File: config.mk
export PLATFORM = sky130hd
export DESIGN_NAME = ppls_isqrt
export DESIGN_NICKNAME = d
export VERILOG_FILES = /design/src/design/ppls_pkg.sv /design/src/design/ppls_isqrt.sv
export SDC_FILE = /design/constraint.sdc
export NUM_CORES = 2
export LEC_CHECK = 0
export BUFFER_PORTS_ARGS = -buffer_cell sky130_fd_sc_hd__buf_2
export CAP_MARGIN = 20
export CORE_MARGIN = 2
export CORE_UTILIZATION = 57
export DETAILED_ROUTE_END_ITERATION = 12
export PLACE_DENSITY = 0.79
export SLEW_MARGIN = 10
export SYNTH_ARGS = -nofsm -noshare
export SYNTH_HDL_FRONTEND = slang
export SYNTH_SLANG_ARGS = --single-unit
File: constraint.sdc
create_clock -name clk_i -period 3.85 [get_ports clk_i]
set_clock_uncertainty 0.1 [all_clocks]
set_input_delay 0.77 -clock clk_i [delete_from_list [all_inputs] [get_ports clk_i]]
set_output_delay 0.77 -clock clk_i [all_outputs]
set_load 0.01 [all_outputs]
File: src/design/ppls_pkg.sv
// Shared constants, register codes and a helper function for the point-light shading pipeline.
// Used by ppls_isqrt, ppls_div and phong_point_light_shading; depends on nothing.
`timescale 1ns / 1ps

package ppls_pkg;

  // Configuration register indexes.
  typedef enum logic [2:0] {
    CFG_LIGHT_POS = 3'd0,
    CFG_LIGHT_INT = 3'd1,
    CFG_EYE_POS   = 3'd2,
    CFG_ATT_CONST = 3'd3,
    CFG_ATT_LIN   = 3'd4,
    CFG_ATT_QUAD  = 3'd5
  } cfg_idx_e;

  localparam int unsigned CFG_IDX_W  = 3;
  localparam int unsigned CFG_DATA_W = 48;

  // Integer square root unit: two radicand bits per stage.
  localparam int unsigned SQ_IN_W  = 58;
  localparam int unsigned SQ_OUT_W = SQ_IN_W / 2;
  localparam int unsigned SQ_REM_W = SQ_OUT_W + 3;

  // Divider unit: one quotient bit per stage, quotient saturates at all ones.
  localparam int unsigned DIV_N_W   = 64;
  localparam int unsigned DIV_D_W   = 57;
  localparam int unsigned DIV_Q_W   = 16;
  localparam int unsigned DIV_CMP_W = DIV_D_W + DIV_Q_W;

  localparam int unsigned EXP_W    = 8;
  localparam int unsigned Q14_W    = 15;
  localparam logic [Q14_W-1:0] ONE_Q14 = 15'd16384;
  localparam logic [29:0] HALF_Q14 = 30'd8192;

  // Pipeline depth from the input register to the last divider stage.
  localparam int unsigned FRONT_STAGES = 7;
  localparam int unsigned PIPE_DEPTH =
    FRONT_STAGES + SQ_OUT_W + 2 + DIV_Q_W + EXP_W + 1 + DIV_Q_W;

  // Shift right by 22 with rounding half away from zero.
  function automatic logic signed [28:0] shr_round22(input logic signed [49:0] v);
    logic [49:0] mag;
    logic [49:0] rnd;
    logic [28:0] r;
    mag = v[49] ? 50'(-v) : 50'(v);
    rnd = mag + 50'(1 << 21);
    r   = 29'(rnd[50-1:22]);
    return v[49] ? $signed(29'(-r)) : $signed(r);
  endfunction

endpackage

File: src/design/ppls_isqrt.sv
// Pipelined integer square root, one root bit per register stage.
// Depends on ppls_pkg for widths.
`timescale 1ns / 1ps

module ppls_isqrt (
  input  logic                          clk_i,
  input  logic                          en_i,
  input  logic [ppls_pkg::SQ_IN_W-1:0]  radicand_i,
  output logic [ppls_pkg::SQ_OUT_W-1:0] root_o
);

  localparam int unsigned NS = ppls_pkg::SQ_OUT_W;
  localparam int unsigned XW = ppls_pkg::SQ_IN_W;
  localparam int unsigned RW = ppls_pkg::SQ_REM_W;

  logic [XW-1:0] x_q    [NS];
  logic [RW-1:0] rem_q  [NS];
  logic [NS-1:0] root_q [NS];

  for (genvar k = 0; k < NS; k++) begin : g_stage
    logic [XW-1:0] x_in;
    logic [RW-1:0] rem_in;
    logic [NS-1:0] root_in;
    logic [RW-1:0] rem_sh;
    logic [RW-1:0] trial;
    logic          ge;

    if (k == 0) begin : g_first
      assign x_in    = radicand_i;
      assign rem_in  = '0;
      assign root_in = '0;
    end else begin : g_next
      assign x_in    = x_q[k-1];
      assign rem_in  = rem_q[k-1];
      assign root_in = root_q[k-1];
    end

    // Bring down the next two radicand bits and try root*4+1.
    assign rem_sh = {rem_in[RW-3:0], x_in[XW-1:XW-2]};
    assign trial  = RW'({root_in, 2'b01});
    assign ge     = (rem_sh >= trial);

    always_ff @(posedge clk_i) begin
      if (en_i) begin
        x_q[k]    <= {x_in[XW-3:0], 2'b00};
        rem_q[k]  <= ge ? (rem_sh - trial) : rem_sh;
        root_q[k] <= {root_in[NS-2:0], ge};
      end
    end
  end

  assign root_o = root_q[NS-1];

endmodule

Word-level counts from Yosys, hierarchy flattened --
Memories as Yosys holds them, arrays and structs flattened. Cells that the tools add are included.
Storage, ports and cells: output and inout port bits 29, memories 3, RAM bits 3393, word-level logic and storage cells 92, register bits 0
Memory list:
- x_q | depth 29, bits a word 56, rd ports 28, clocked after Yosys merged registers in 0, write ports 29, line ppls_isqrt.sv:16 | logic [XW-1:0] x_q [NS];
- rem_q | depth 29, bits a word 32, rd ports 28, clocked after Yosys merged registers in 0, write ports 29, line ppls_isqrt.sv:17 | logic [RW-1:0] rem_q [NS];
- root_q | depth 29, bits a word 29, rd ports 29, clocked after Yosys merged registers in 0, write ports 29, line ppls_isqrt.sv:18 | logic [NS-1:0] root_q [NS];
Cells by class: $lt $le $gt $ge 29, add/subtract/negate cells 29, mux-type cells 31
Operator list (number):
- two-way mux 32 bit | 29
- greater-or-equal comparator 32 x 31 -> 1 bit | 28
- subtractor 32 x 31 -> 32 bit | 28
- subtractor 2 x 1 -> 3 bit, second input constant | 1
- greater-or-equal comparator 2 x 1 -> 1 bit, second input constant | 1
- two-way mux 1 bit | 2

Logic depth before layout (Yosys ltp) --
An unclocked memory read counts as a cell.
word-level depth 3, depth in mapped cells 15, gate-level depth less buffers 12

Worst setup path before layout --
Ideal clock, no wire load.
path type register to register, start point memory rem_q[0][208] (netlist bit), end point memory rem_q[0][228] (netlist bit) (data pin), cell stages (with the launch flop) 12, path buffers 1, path slack 0.323 ns, arrival time 3.167 ns, clock period less this slack 3.527 ns, path through edfxtp_1 or4_4 or4_4 or3_4 or4_4 nor2_2 nand3_2 or2_1 buf_6 nor2_4 inv_4 mux2_4
RTL lines (line):
- from (decl) | ppls_isqrt.sv:17

==> impl_results.md <==
- Core Area: approximately 170000 µm²
- Top cells by area, synth: edfxtp_1 64%, ha_1 6.1%, xnor2_1 3.3%
- CTS Root Buffer Type: clkbuf_16
- Setup TNS Final: 0 ps
- Hold Crit Start: radicand_i[6]
- FMAX: approximately 270 MHz
- Net switching power: 17.6 mW
- Clk pwr share: 0.318
- Gpl congestion: approximately 0.91
- Pins Over Slew Limit: 0
- Total global routing overflow: 0
- Pre-CTS WS: around 200 ps
- Max cap viols: 0
- DR vias: 57934
- Hold Vio Cnt, Final: 0
- CP required: approximately 4300 ps
- Unique cell type count in the Yosys netlist: between 80 and 90
- Die Span X: 413 µm
- Initial antenna violation count: 1
- Clock Sinks: between 2000 and 2500
- Crit Path Class: register to register
- Die ar.: 171000 µm²
- CTS tree: done
- I/O pin count: 89
- Area grow syn2layout: 12.0%
- Crit-path max FO: 8
- Prevailing post-synth register cell: edfxtp_1
- Seq pwr share: 0.480
- Pre-antenna DRT Iters: 6
- DRC Markers: 0
- Nets: roughly 8000
- Final min period: around 3700 ps
- CTS buffer count: 200
- Mapped Cells: about 7400
- Postcts setup bufs: 0
- Sw Ratio: 0.281
- Initial drt markers: slightly below 5000
- # rows: 150
- LEAKAGE: 41.0 nW
- Sequential-to-total area share from yosys stat: 0.644
- WHS Endpoint: x_q[0][6]$_DFFE_PP_
- Hpwl dp: 137000 µm
- Die height: 413 µm
- Syn avg cell area: 12.9 µm²
- Combinational power share: 0.202
- CP endpoint kind: register
- Relative slew margins: 0.393
- Largest net degree at the start of global routing: 111
- Register-to-register setup slack: between 100 and 150 ps
- CP Launch Type: register
- Syn nets: about 7900
- VDD IR max: 0.000603 V
- Post-synthesis register bit count: between 2000 and 2500
- Vias in the first global route: roughly 57000
- Port Buffer Count: 88
- Outcome: finished clean
- Final worst path period share: 0.961
- First-pass GRT wire length: 304000 µm
- Initial Utilization: 0.572
- Int Pwr: approximately 45 mW
- Setup WS post-layout: about 150 ps
- # H-tree levels: 4
- Synth warn: 0
- Worst-skew pair later-pin latency: 830 ps
- Worst Hold Depth: 1
- PD cells: 586 nW/µm²
- Most common cell after layout, fill and taps aside: edfxtp_1
- Slew @ Worst Pin: 903 ps
- Syn Std Cell Area: 95400 µm²
- Total wire length: approximately 190000 µm
- Reg2Reg Depth: 10
- Hold crit path type: input pin to register
- WP data arrival: between 4000 and 5000 ps
- Layout cells sized above 1: 0.0841
- GRT Total Usage: 0.224
- Maximum clock path buffer count: 3
- RSZ-0062 raised after global routing: false
- Fill cells: 12165
- Top-area cell type share of the netlist area: 0.644
- Post-route ant nets: 0
- Async S/R FF share, synth: 0
- Vias per cell: roughly 5.7
- Most frequent cells in the layout: 2045 x edfxtp_1, 606 x inv_1, 524 x nand2_1
- RR Endpoint: rem_q[0][231]$_DFFE_PP_
- Drt wl/cell: 19.0 µm
- Worst-path clk slew: 60 ps
- Final Setup Violations: 0
- EDFF count, synth: just over 2000
- Number of diodes: 0
- Worst r2r src: rem_q[0][208]$_DFFE_PP_
- Post-synth top area cell: edfxtp_1
kinds of logic after synthesis:
family | after synthesis | share of synthesized area
adders and majority gates | 466 | 0.0611
muxes | 72 | 0.00855
AOI/OAI and AO/OA | 1515 | 0.0992
other | 1 | 0.0000393
xor gates and xnor gates | 660 | 0.0606
DFF | 2045 | 0.644
buffers and inverters | 751 | 0.0297
and+or+nand+nor | 1871 | 0.0970
flip-flops by register name (all words and copies together) (netlist names):
name,flops
root_q,435
x_q,812
rem_q,798
critical path, cell delays in order (launching register included):
cell      delay [ps]
edfxtp_1         420
or4_4            570
or4_4            440
or3_4            350
or4_4            440
nor2_2           140
nand3_2           90
or2_1            320
nor2_4           160
inv_4             90
mux2_4           310
what timing repair did:
item | CTS | global route
setup endpoints to repair | 0 | 35
gates resized for setup | 0 | 5
hold endpoints to repair | 54 | 0
hold buffers | 54 | 0
routing by layer:
layer	vias up	GRT usage	part of all wire
met5	-	0	0
met4	0	0.0786	0.033
met3	397	0.0344	0.046
met2	1553	0.397	0.51
met1	27985	0.279	0.41
li1	27999	-	-
worst max path at each step:
stage | from | end | slack (ps) | cells after the start
3_3_place_gp | rem_q[0][208]$_DFFE_PP_ | rem_q[0][229]$_DFFE_PP_ | 250 | 10
5_1_grt | rem_q[0][60]$_DFFE_PP_ | rem_q[0][87]$_DFFE_PP_ | 40 | 9
3_5_place_dp | rem_q[0][208]$_DFFE_PP_ | rem_q[0][231]$_DFFE_PP_ | 200 | 10
4_1_cts | rem_q[0][208]$_DFFE_PP_ | rem_q[0][231]$_DFFE_PP_ | 170 | 10
2_1_floorplan | rem_q[0][208]$_DFFE_PP_ | rem_q[0][228]$_DFFE_PP_ | 320 | 11
6_report | rem_q[0][208]$_DFFE_PP_ | rem_q[0][231]$_DFFE_PP_ | 150 | 10
cells in the mapped netlist (82+ instances only):
cell type	n
edfxtp_1	2045
nand3_1	125
inv_1	606
a21oi_1	420
nand2_1	524
o21a_1	94
nand4_1	82
nor3_1	178
o21ai_0	419
xor2_1	299
xnor2_1	361
a21o_1	196
ha_1	466
nor2_1	406
nor4_1	93
clkbuf_1	126
area by class of cell:
cell class,count,area [µm²],area share
flip-flops and latches,2045,61400,0.575
multi-input cells,4585,31200,0.292
clock buffers,227,5150,0.0482
well taps,2204,2760,0.0258
repair buffers,271,2360,0.0221
inverters,611,2300,0.0215
clock inverters,145,1600,0.0150
power groups by stage:
stage / registers (mW) / clock network [mW] / logic [mW]
after floorplan: 29.6 / 0 / 9.15
after global placement: 30.4 / 0 / 12.2
after detailed placement: 30.5 / 0 / 12.4
after CTS: 30.0 / 20.4 / 12.6
after global routing: 30.3 / 21.2 / 14.1
final: 30.0 / 19.9 / 12.6
metrics by stage:
step / cells / total power, mW / instance area (µm²) / utilization / hold WS, ps
after global placement: 9662 / 42.6 / 99500 / 0.597 / 300
after CTS: 10088 / 63.0 / 107000 / 0.641 / 2.23
final: 10088 / 62.6 / 107000 / 0.641 / 68.2
after floorplan: 7381 / 38.7 / 95400 / - / 300
after detailed placement: 9662 / 42.9 / 99500 / 0.597 / 305
after global routing: 10088 / 65.6 / 107000 / 0.641 / 13.8
No activity file was read; power rests on OpenSTA's default activity.
