[src/design/ppls_pkg.sv]
// Shared constants, register codes and a helper function for the point-light shading pipeline.
// Used by ppls_isqrt, ppls_div and phong_point_light_shading; depends on nothing.
`timescale 1ns / 1ps

package ppls_pkg;

  // Configuration register indexes.
  typedef enum logic [2:0] {
    CFG_LIGHT_POS = 3'd0,
    CFG_LIGHT_INT = 3'd1,
    CFG_EYE_POS   = 3'd2,
    CFG_ATT_CONST = 3'd3,
    CFG_ATT_LIN   = 3'd4,
    CFG_ATT_QUAD  = 3'd5
  } cfg_idx_e;

  localparam int unsigned CFG_IDX_W  = 3;
  localparam int unsigned CFG_DATA_W = 48;

  // Integer square root unit: two radicand bits per stage.
  localparam int unsigned SQ_IN_W  = 58;
  localparam int unsigned SQ_OUT_W = SQ_IN_W / 2;
  localparam int unsigned SQ_REM_W = SQ_OUT_W + 3;

  // Divider unit: one quotient bit per stage, quotient saturates at all ones.
  localparam int unsigned DIV_N_W   = 64;
  localparam int unsigned DIV_D_W   = 57;
  localparam int unsigned DIV_Q_W   = 16;
  localparam int unsigned DIV_CMP_W = DIV_D_W + DIV_Q_W;

  localparam int unsigned EXP_W    = 8;
  localparam int unsigned Q14_W    = 15;
  localparam logic [Q14_W-1:0] ONE_Q14 = 15'd16384;
  localparam logic [29:0] HALF_Q14 = 30'd8192;

  // Pipeline depth from the input register to the last divider stage.
  localparam int unsigned FRONT_STAGES = 7;
  localparam int unsigned PIPE_DEPTH =
    FRONT_STAGES + SQ_OUT_W + 2 + DIV_Q_W + EXP_W + 1 + DIV_Q_W;

  // Shift right by 22 with rounding half away from zero.
  function automatic logic signed [28:0] shr_round22(input logic signed [49:0] v);
    logic [49:0] mag;
    logic [49:0] rnd;
    logic [28:0] r;
    mag = v[49] ? 50'(-v) : 50'(v);
    rnd = mag + 50'(1 << 21);
    r   = 29'(rnd[50-1:22]);
    return v[49] ? $signed(29'(-r)) : $signed(r);
  endfunction

endpackage

[src/design/ppls_div.sv]
// Pipelined restoring divider, one quotient bit per register stage, saturating quotient.
// Depends on ppls_pkg for widths.
`timescale 1ns / 1ps

module ppls_div (
  input  logic                         clk_i,
  input  logic                         en_i,
  input  logic [ppls_pkg::DIV_N_W-1:0] num_i,
  input  logic [ppls_pkg::DIV_D_W-1:0] den_i,
  output logic [ppls_pkg::DIV_Q_W-1:0] quot_o
);

  localparam int unsigned NS = ppls_pkg::DIV_Q_W;
  localparam int unsigned NW = ppls_pkg::DIV_N_W;
  localparam int unsigned DW = ppls_pkg::DIV_D_W;
  localparam int unsigned CW = ppls_pkg::DIV_CMP_W;

  logic [NW-1:0] rem_q [NS];
  logic [DW-1:0] den_q [NS];
  logic [NS-1:0] quo_q [NS];
  logic          ovf_q [NS];

  for (genvar k = 0; k < NS; k++) begin : g_stage
    localparam int unsigned B = NS - 1 - k;
    logic [NW-1:0] rem_in;
    logic [DW-1:0] den_in;
    logic [NS-1:0] quo_in;
    logic          ovf_in;
    logic [CW-1:0] dsh;
    logic          ge;

    if (k == 0) begin : g_first
      assign rem_in = num_i;
      assign den_in = den_i;
      assign quo_in = '0;
      // Quotient would not fit: saturate.
      assign ovf_in = (CW'(num_i) >= {den_i, {NS{1'b0}}});
    end else begin : g_next
      assign rem_in = rem_q[k-1];
      assign den_in = den_q[k-1];
      assign quo_in = quo_q[k-1];
      assign ovf_in = ovf_q[k-1];
    end

    assign dsh = CW'(den_in) << B;
    assign ge  = (CW'(rem_in) >= dsh);

    always_ff @(posedge clk_i) begin
      if (en_i) begin
        rem_q[k] <= ge ? (rem_in - dsh[NW-1:0]) : rem_in;
        den_q[k] <= den_in;
        quo_q[k] <= quo_in | (NS'(ge) << B);
        ovf_q[k] <= ovf_in;
      end
    end
  end

  assign quot_o = ovf_q[NS-1] ? '1 : quo_q[NS-1];

endmodule

[config.mk]
export PLATFORM = sky130hd
export DESIGN_NAME = ppls_div
export DESIGN_NICKNAME = d
export VERILOG_FILES = /design/src/design/ppls_pkg.sv /design/src/design/ppls_div.sv
export SDC_FILE = /design/constraint.sdc
export NUM_CORES = 2
export LEC_CHECK = 0
export BUFFER_PORTS_ARGS = -buffer_cell sky130_fd_sc_hd__buf_2
export CORE_UTILIZATION = 30
export CTS_CLUSTER_SIZE = 30
export DETAILED_ROUTE_END_ITERATION = 6
export PLACE_DENSITY = 0.45
export SYNTH_ARGS = -nofsm -noshare
export SYNTH_HDL_FRONTEND = slang
export SYNTH_SLANG_ARGS = --single-unit
export TNS_END_PERCENT = 100
[constraint.sdc]
create_clock -name clk_i -period 4.5 [get_ports clk_i]
set_input_delay 0.9 -clock clk_i [delete_from_list [all_inputs] [get_ports clk_i]]
set_output_delay 0.9 -clock clk_i [all_outputs]
set_load 0.01 [all_outputs]
Word-level counts from Yosys, hierarchy flattened
Memory sizes are Yosys's and may differ from the RTL's.
Cells that the tools add are included.
{"block": "classes", "addsub": 16, "magnitude_cmp": 17, "mux": 19, "bitwise_logic": 15}
{"operator": "$mux 64", "count": 16}
{"operator": "$sub 64x64->64", "count": 9}
{"operator": "$ge 64x73->1", "count": 1}
{"operator": "$ge 64x72->1", "count": 1}
{"operator": "$ge 64x71->1", "count": 1}
{"operator": "$ge 64x70->1", "count": 1}
{"operator": "$ge 64x69->1", "count": 1}
{"operator": "$ge 64x68->1", "count": 1}
{"operator": "$ge 64x67->1", "count": 1}
{"operator": "$ge 64x66->1", "count": 1}
{"operator": "$ge 64x65->1", "count": 1}
{"operator": "$ge 64x57->1", "count": 1}
{"operator": "$ge 64x58->1", "count": 1}
{"operator": "$ge 64x59->1", "count": 1}
{"operator": "$ge 64x60->1", "count": 1}
{"operator": "$ge 64x61->1", "count": 1}
{"operator": "$ge 64x62->1", "count": 1}
{"operator": "$ge 64x63->1", "count": 1}
{"operator": "$ge 64x64->1", "count": 1}
{"operator": "$sub 64x57->64", "count": 1}
{"operator": "$sub 64x58->64", "count": 1}
{"operator": "$sub 64x59->64", "count": 1}
{"operator": "$sub 64x60->64", "count": 1}
{"operator": "$sub 64x61->64", "count": 1}
{"operator": "19 further kinds", "count": 20}
{"block": "word_totals", "input_bits": 123, "mem_bits_rw": 2208, "out_inout_bits": 16, "n_memories": 4, "register_bits": 0}
{"name": "rem_q", "depth": 16, "width": 64, "read_ports": 15, "rd_ports_with_merged_regs": 0, "write_ports": 16, "line_no": "ppls_div.sv:18", "text": "logic [NW-1:0] rem_q [NS];"}
{"name": "den_q", "depth": 16, "width": 57, "read_ports": 15, "rd_ports_with_merged_regs": 0, "write_ports": 16, "line_no": "ppls_div.sv:19", "text": "logic [DW-1:0] den_q [NS];"}
{"name": "quo_q", "depth": 16, "width": 16, "read_ports": 16, "rd_ports_with_merged_regs": 0, "write_ports": 16, "line_no": "ppls_div.sv:20", "text": "logic [NS-1:0] quo_q [NS];"}
{"name": "ovf_q", "depth": 16, "width": 1, "read_ports": 16, "rd_ports_with_merged_regs": 0, "write_ports": 16, "line_no": "ppls_div.sv:21", "text": "logic ovf_q [NS];"}

Depth between registers and ports, before layout
An unclocked memory read counts as a cell.
{"block": "logic_depth", "ltp_word": 3, "depth_mapped": 17}

Least setup slack after synthesis
Ideal clock, no wire load.
{"block": "synth_path", "path_kind": "in2reg", "start": "input den_i[5] (netlist bit)", "end": "memory rem_q[0][23] (netlist bit) (data pin)", "path_buffers": 1, "slack_ns": 0.723, "stages": 12, "setup_ns": 0.260, "arrival_time_ns": 3.517, "path_cell_list": "inv_1 > ha_1 > a2111o_1 > o21ai_0 > a2111oi_2 > o2111ai_1 > a21oi_1 > a31oi_1 > o211ai_1 > a21oi_1 > buf_4 > mux2_2"}
{"element": "from (decl)", "line_no": "ppls_div.sv:9", "text": "input logic [ppls_pkg::DIV_D_W-1:0] den_i,"}
{"element": "to (decl)", "line_no": "ppls_div.sv:18"}

==> metrics <==
DRC=0; P_leak=56.90 nW; number of synthesized register bits=1967; Final #Nets=13.15k; Post-DRT Antenna Nets=0; core footprint=400000 um2; Die Wd=636.5 um; area grow syn2layout=14.81%; Ys Warns=0; Seq/Total Area, Yosys=0.4890; period utilisation layout=0.9721; clk_lat worst skew=930 ps; share of layout cells above drive strength 1=0.1113; number of setup violations in the final report=0; Storage cell area=59070 um2; startpoint types=flop; Fmax=0.2286 GHz; commonest non-fill, non-tap cell in the layout=edfxtp_1; most frequent cells in the layout=edfxtp_1 (1967), a21oi_1 (1216), inv_1 (1081), ha_1 (924), nand2_1 (897); post-DP HPWL=279100 um; Cell Pwr Density=507.9 nW/um2; area leader, netlist=edfxtp_1; Syn Nets=12.63k; max-slew violation count=0; clock-pin transition on the worst setup and hold timing paths=60 ps; RSZ-0062 raised after global routing=no; data arrival time of the worst path=5010 ps; H-Tree Depth=4; post-synthesis async set-or-reset flop share=0; Pwr Total=0.07044 W; Worst-Margin Slew=1084 ps; share of the synthesized area in the top cell type=0.4890; fill count=39.86k; crit path time final=4374 ps; first-pass GRT wire length=527000 um; CTS Sinks=1967; Avg WL per Cell=19.73 um; Boundary Pins=139; Rows=232; Area contributors post-synth=edfxtp_1 (49%), ha_1 (9.6%), a21oi_1 (5.0%), inv_1 (3.4%), a21o_1 (3.2%); status=finished clean; drt via density=4.945; endpoints failing hold=0; Starting DRT DRC Count=4695; number of max-cap violations=0; Worst Path Required=5140 ps; CP Class=flop to flop; synthesized instance count=11.57k; die footprint=405200 um2; RePlAce Congestion=0.9847; Max IR drop VDD=0.3562 mV; clk_skew=63.30 ps; Cell Count, Final, Fillers Out=17.55k; vias in the first global route=91.81k; Vias=86.79k; grt total ovfl=0; worst hold path class=primary input to flop; placed insts=17.11k; Worst Path Max Fanout=5; All-Layer GR Usage=0.1656; initial cell density of the core=0.3020; antenna violations before repair=6; Die Ht=636.5 um; largest net degree at the start of global routing=111; TritonRoute pass-1 iters=6; port bufs=138; number of flops mapped to enable cells by yosys=1967; Mapped Avg Cell Area=10.44 um2; Synth Cell Area=120800 um2; area of the multi-input gates=55870 um2; Synth cell types=125; prevailing post-synth register cell=edfxtp_1; CTS tree=built; CTS root buffer=clkbuf_16; CTS Buf Count=243; clk buf depth=4; Crit. End Element=flop; Routed WL=346300 um; headroom to the max-slew limit=0.2716
==> worst paths after layout <==
check / from / to / slack [ps] / cells after the start
max: den_q[0][116]$_DFFE_PP_ / rem_q[0][254]$_DFFE_PP_ / 130 / 14
min: den_i[10] / den_q[0][10]$_DFFE_PP_ / 190 / 1
max reg2reg: den_q[0][116]$_DFFE_PP_ / rem_q[0][254]$_DFFE_PP_ / 130 / 14
min reg2reg: quo_q[9][9]$_DFFE_PP_ / quo_q[10][9]$_DFFE_PP_ / 390 / 0
==> sequential cells by signal (all words and copies together) (netlist names) <==
register,cells
den_q,855
ovf_q,16
quo_q,136
rem_q,960
==> report_power, final <==
part           switching (W)  leakage, nW  total [W]  internal [W]
Clock                0.00788         3.78     0.0192        0.0113
Sequential           0.00167         19.2     0.0257        0.0241
Combinational         0.0150         33.9     0.0255        0.0105
Total                 0.0246         56.9     0.0704        0.0459
==> routing by layer <==
metal,global-route usage,vias up,share of wire
li1,-,43490,-
met1,0.1720,40760,0.39
met2,0.3170,1682,0.52
met3,0.01670,863,0.026
met4,0.1025,0,0.070
met5,0,-,0
==> repair_timing <==
action | in CTS | in global routing
gates resized for setup | 0 | 8
hold buffers | 0 | 0
setup buffers | 0 | 1
endpoints found under the hold margin | 0 | 0
endpoints found under the setup margin | 0 | 18
==> through the flow <==
step / setup WS (ps) / utilization / hold WS, ps / instance area [um2] / TNS, ps
5_1_grt: 5.449 / 0.3467 / 111.9 / 138700 / 0
2_1_floorplan: 722.8 / - / 400.3 / 120800 / 0
6_report: 125.8 / 0.3467 / 189.6 / 138700 / 0
3_3_place_gp: -1373 / 0.3272 / 400.4 / 130900 / -65200
4_1_cts: 70.15 / 0.3465 / 73.43 / 138600 / 0
3_5_place_dp: -53.72 / 0.3272 / 404.5 / 130900 / -730.3
==> logic make-up (layout without fill, tap and decap cells) <==
family / Yosys count / after routing / share of synthesized area
mux: 192 / 192 / 0.02026
other cells: 0 / 7 / 0
buf+inv: 1495 / 2206 / 0.05007
xor+xnor: 764 / 764 / 0.05539
flops: 1967 / 1967 / 0.4890
fa+ha+maj: 939 / 939 / 0.09819
simple gates: 2783 / 2783 / 0.1093
compound gates: 3430 / 3430 / 0.1778
==> critical path, cell delays in order, from the launching register on <==
cell,delay [ps]
edfxtp_1,400
inv_1,60
ha_1,380
nor2b_1,190
o21bai_1,190
nand3b_1,170
a21oi_1,270
o21ai_0,320
a31oi_1,550
o21ai_0,200
buf_4,190
a21oi_1,570
o31ai_1,200
xor2_1,170
mux2_4,260
==> synthesized netlist by cell type (all sizes together) (16+ instances only) <==
cell and n:
nand2 897, clkbuf 279, a211o 27, o21bai 144, nor3 129, mux2 186, a21boi 39, nand4 231
or3 46, and4 31, o31ai 55, a31o 27, o31a 29, or4 29, xor2 341, a31oi 87
or2 46, a221oi 31, a211oi 70, a41oi 27, nand2b 85, o21ai 791, edfxtp 1967, and3 69
o41ai 18, nand3 161, ha 924, o221ai 17, a221o 20, a2111oi 20, a21o 524, inv 1081
xnor2 423, a311oi 17, a21oi 1225, and2 45, buf 134, o22ai 16, nor2b 115, o21a 103
o211ai 51, nor4 73, nor2 764
==> area by class of cell <==
| cell class | instances | share of cell area |
|---|---|---|
| Timing Repair Buffer | 689 | 0.03864 |
| Inverter | 1081 | 0.02926 |
| Tap cell | 5265 | 0.04750 |
| Sequential cell | 1967 | 0.4259 |
| Clock inverter | 150 | 0.01073 |
| Antenna cell | 7 | 0.0001263 |
| Clock buffer | 286 | 0.04501 |
| Multi-Input combinational cell | 8108 | 0.4028 |
(Power assumes the default switching activity.)
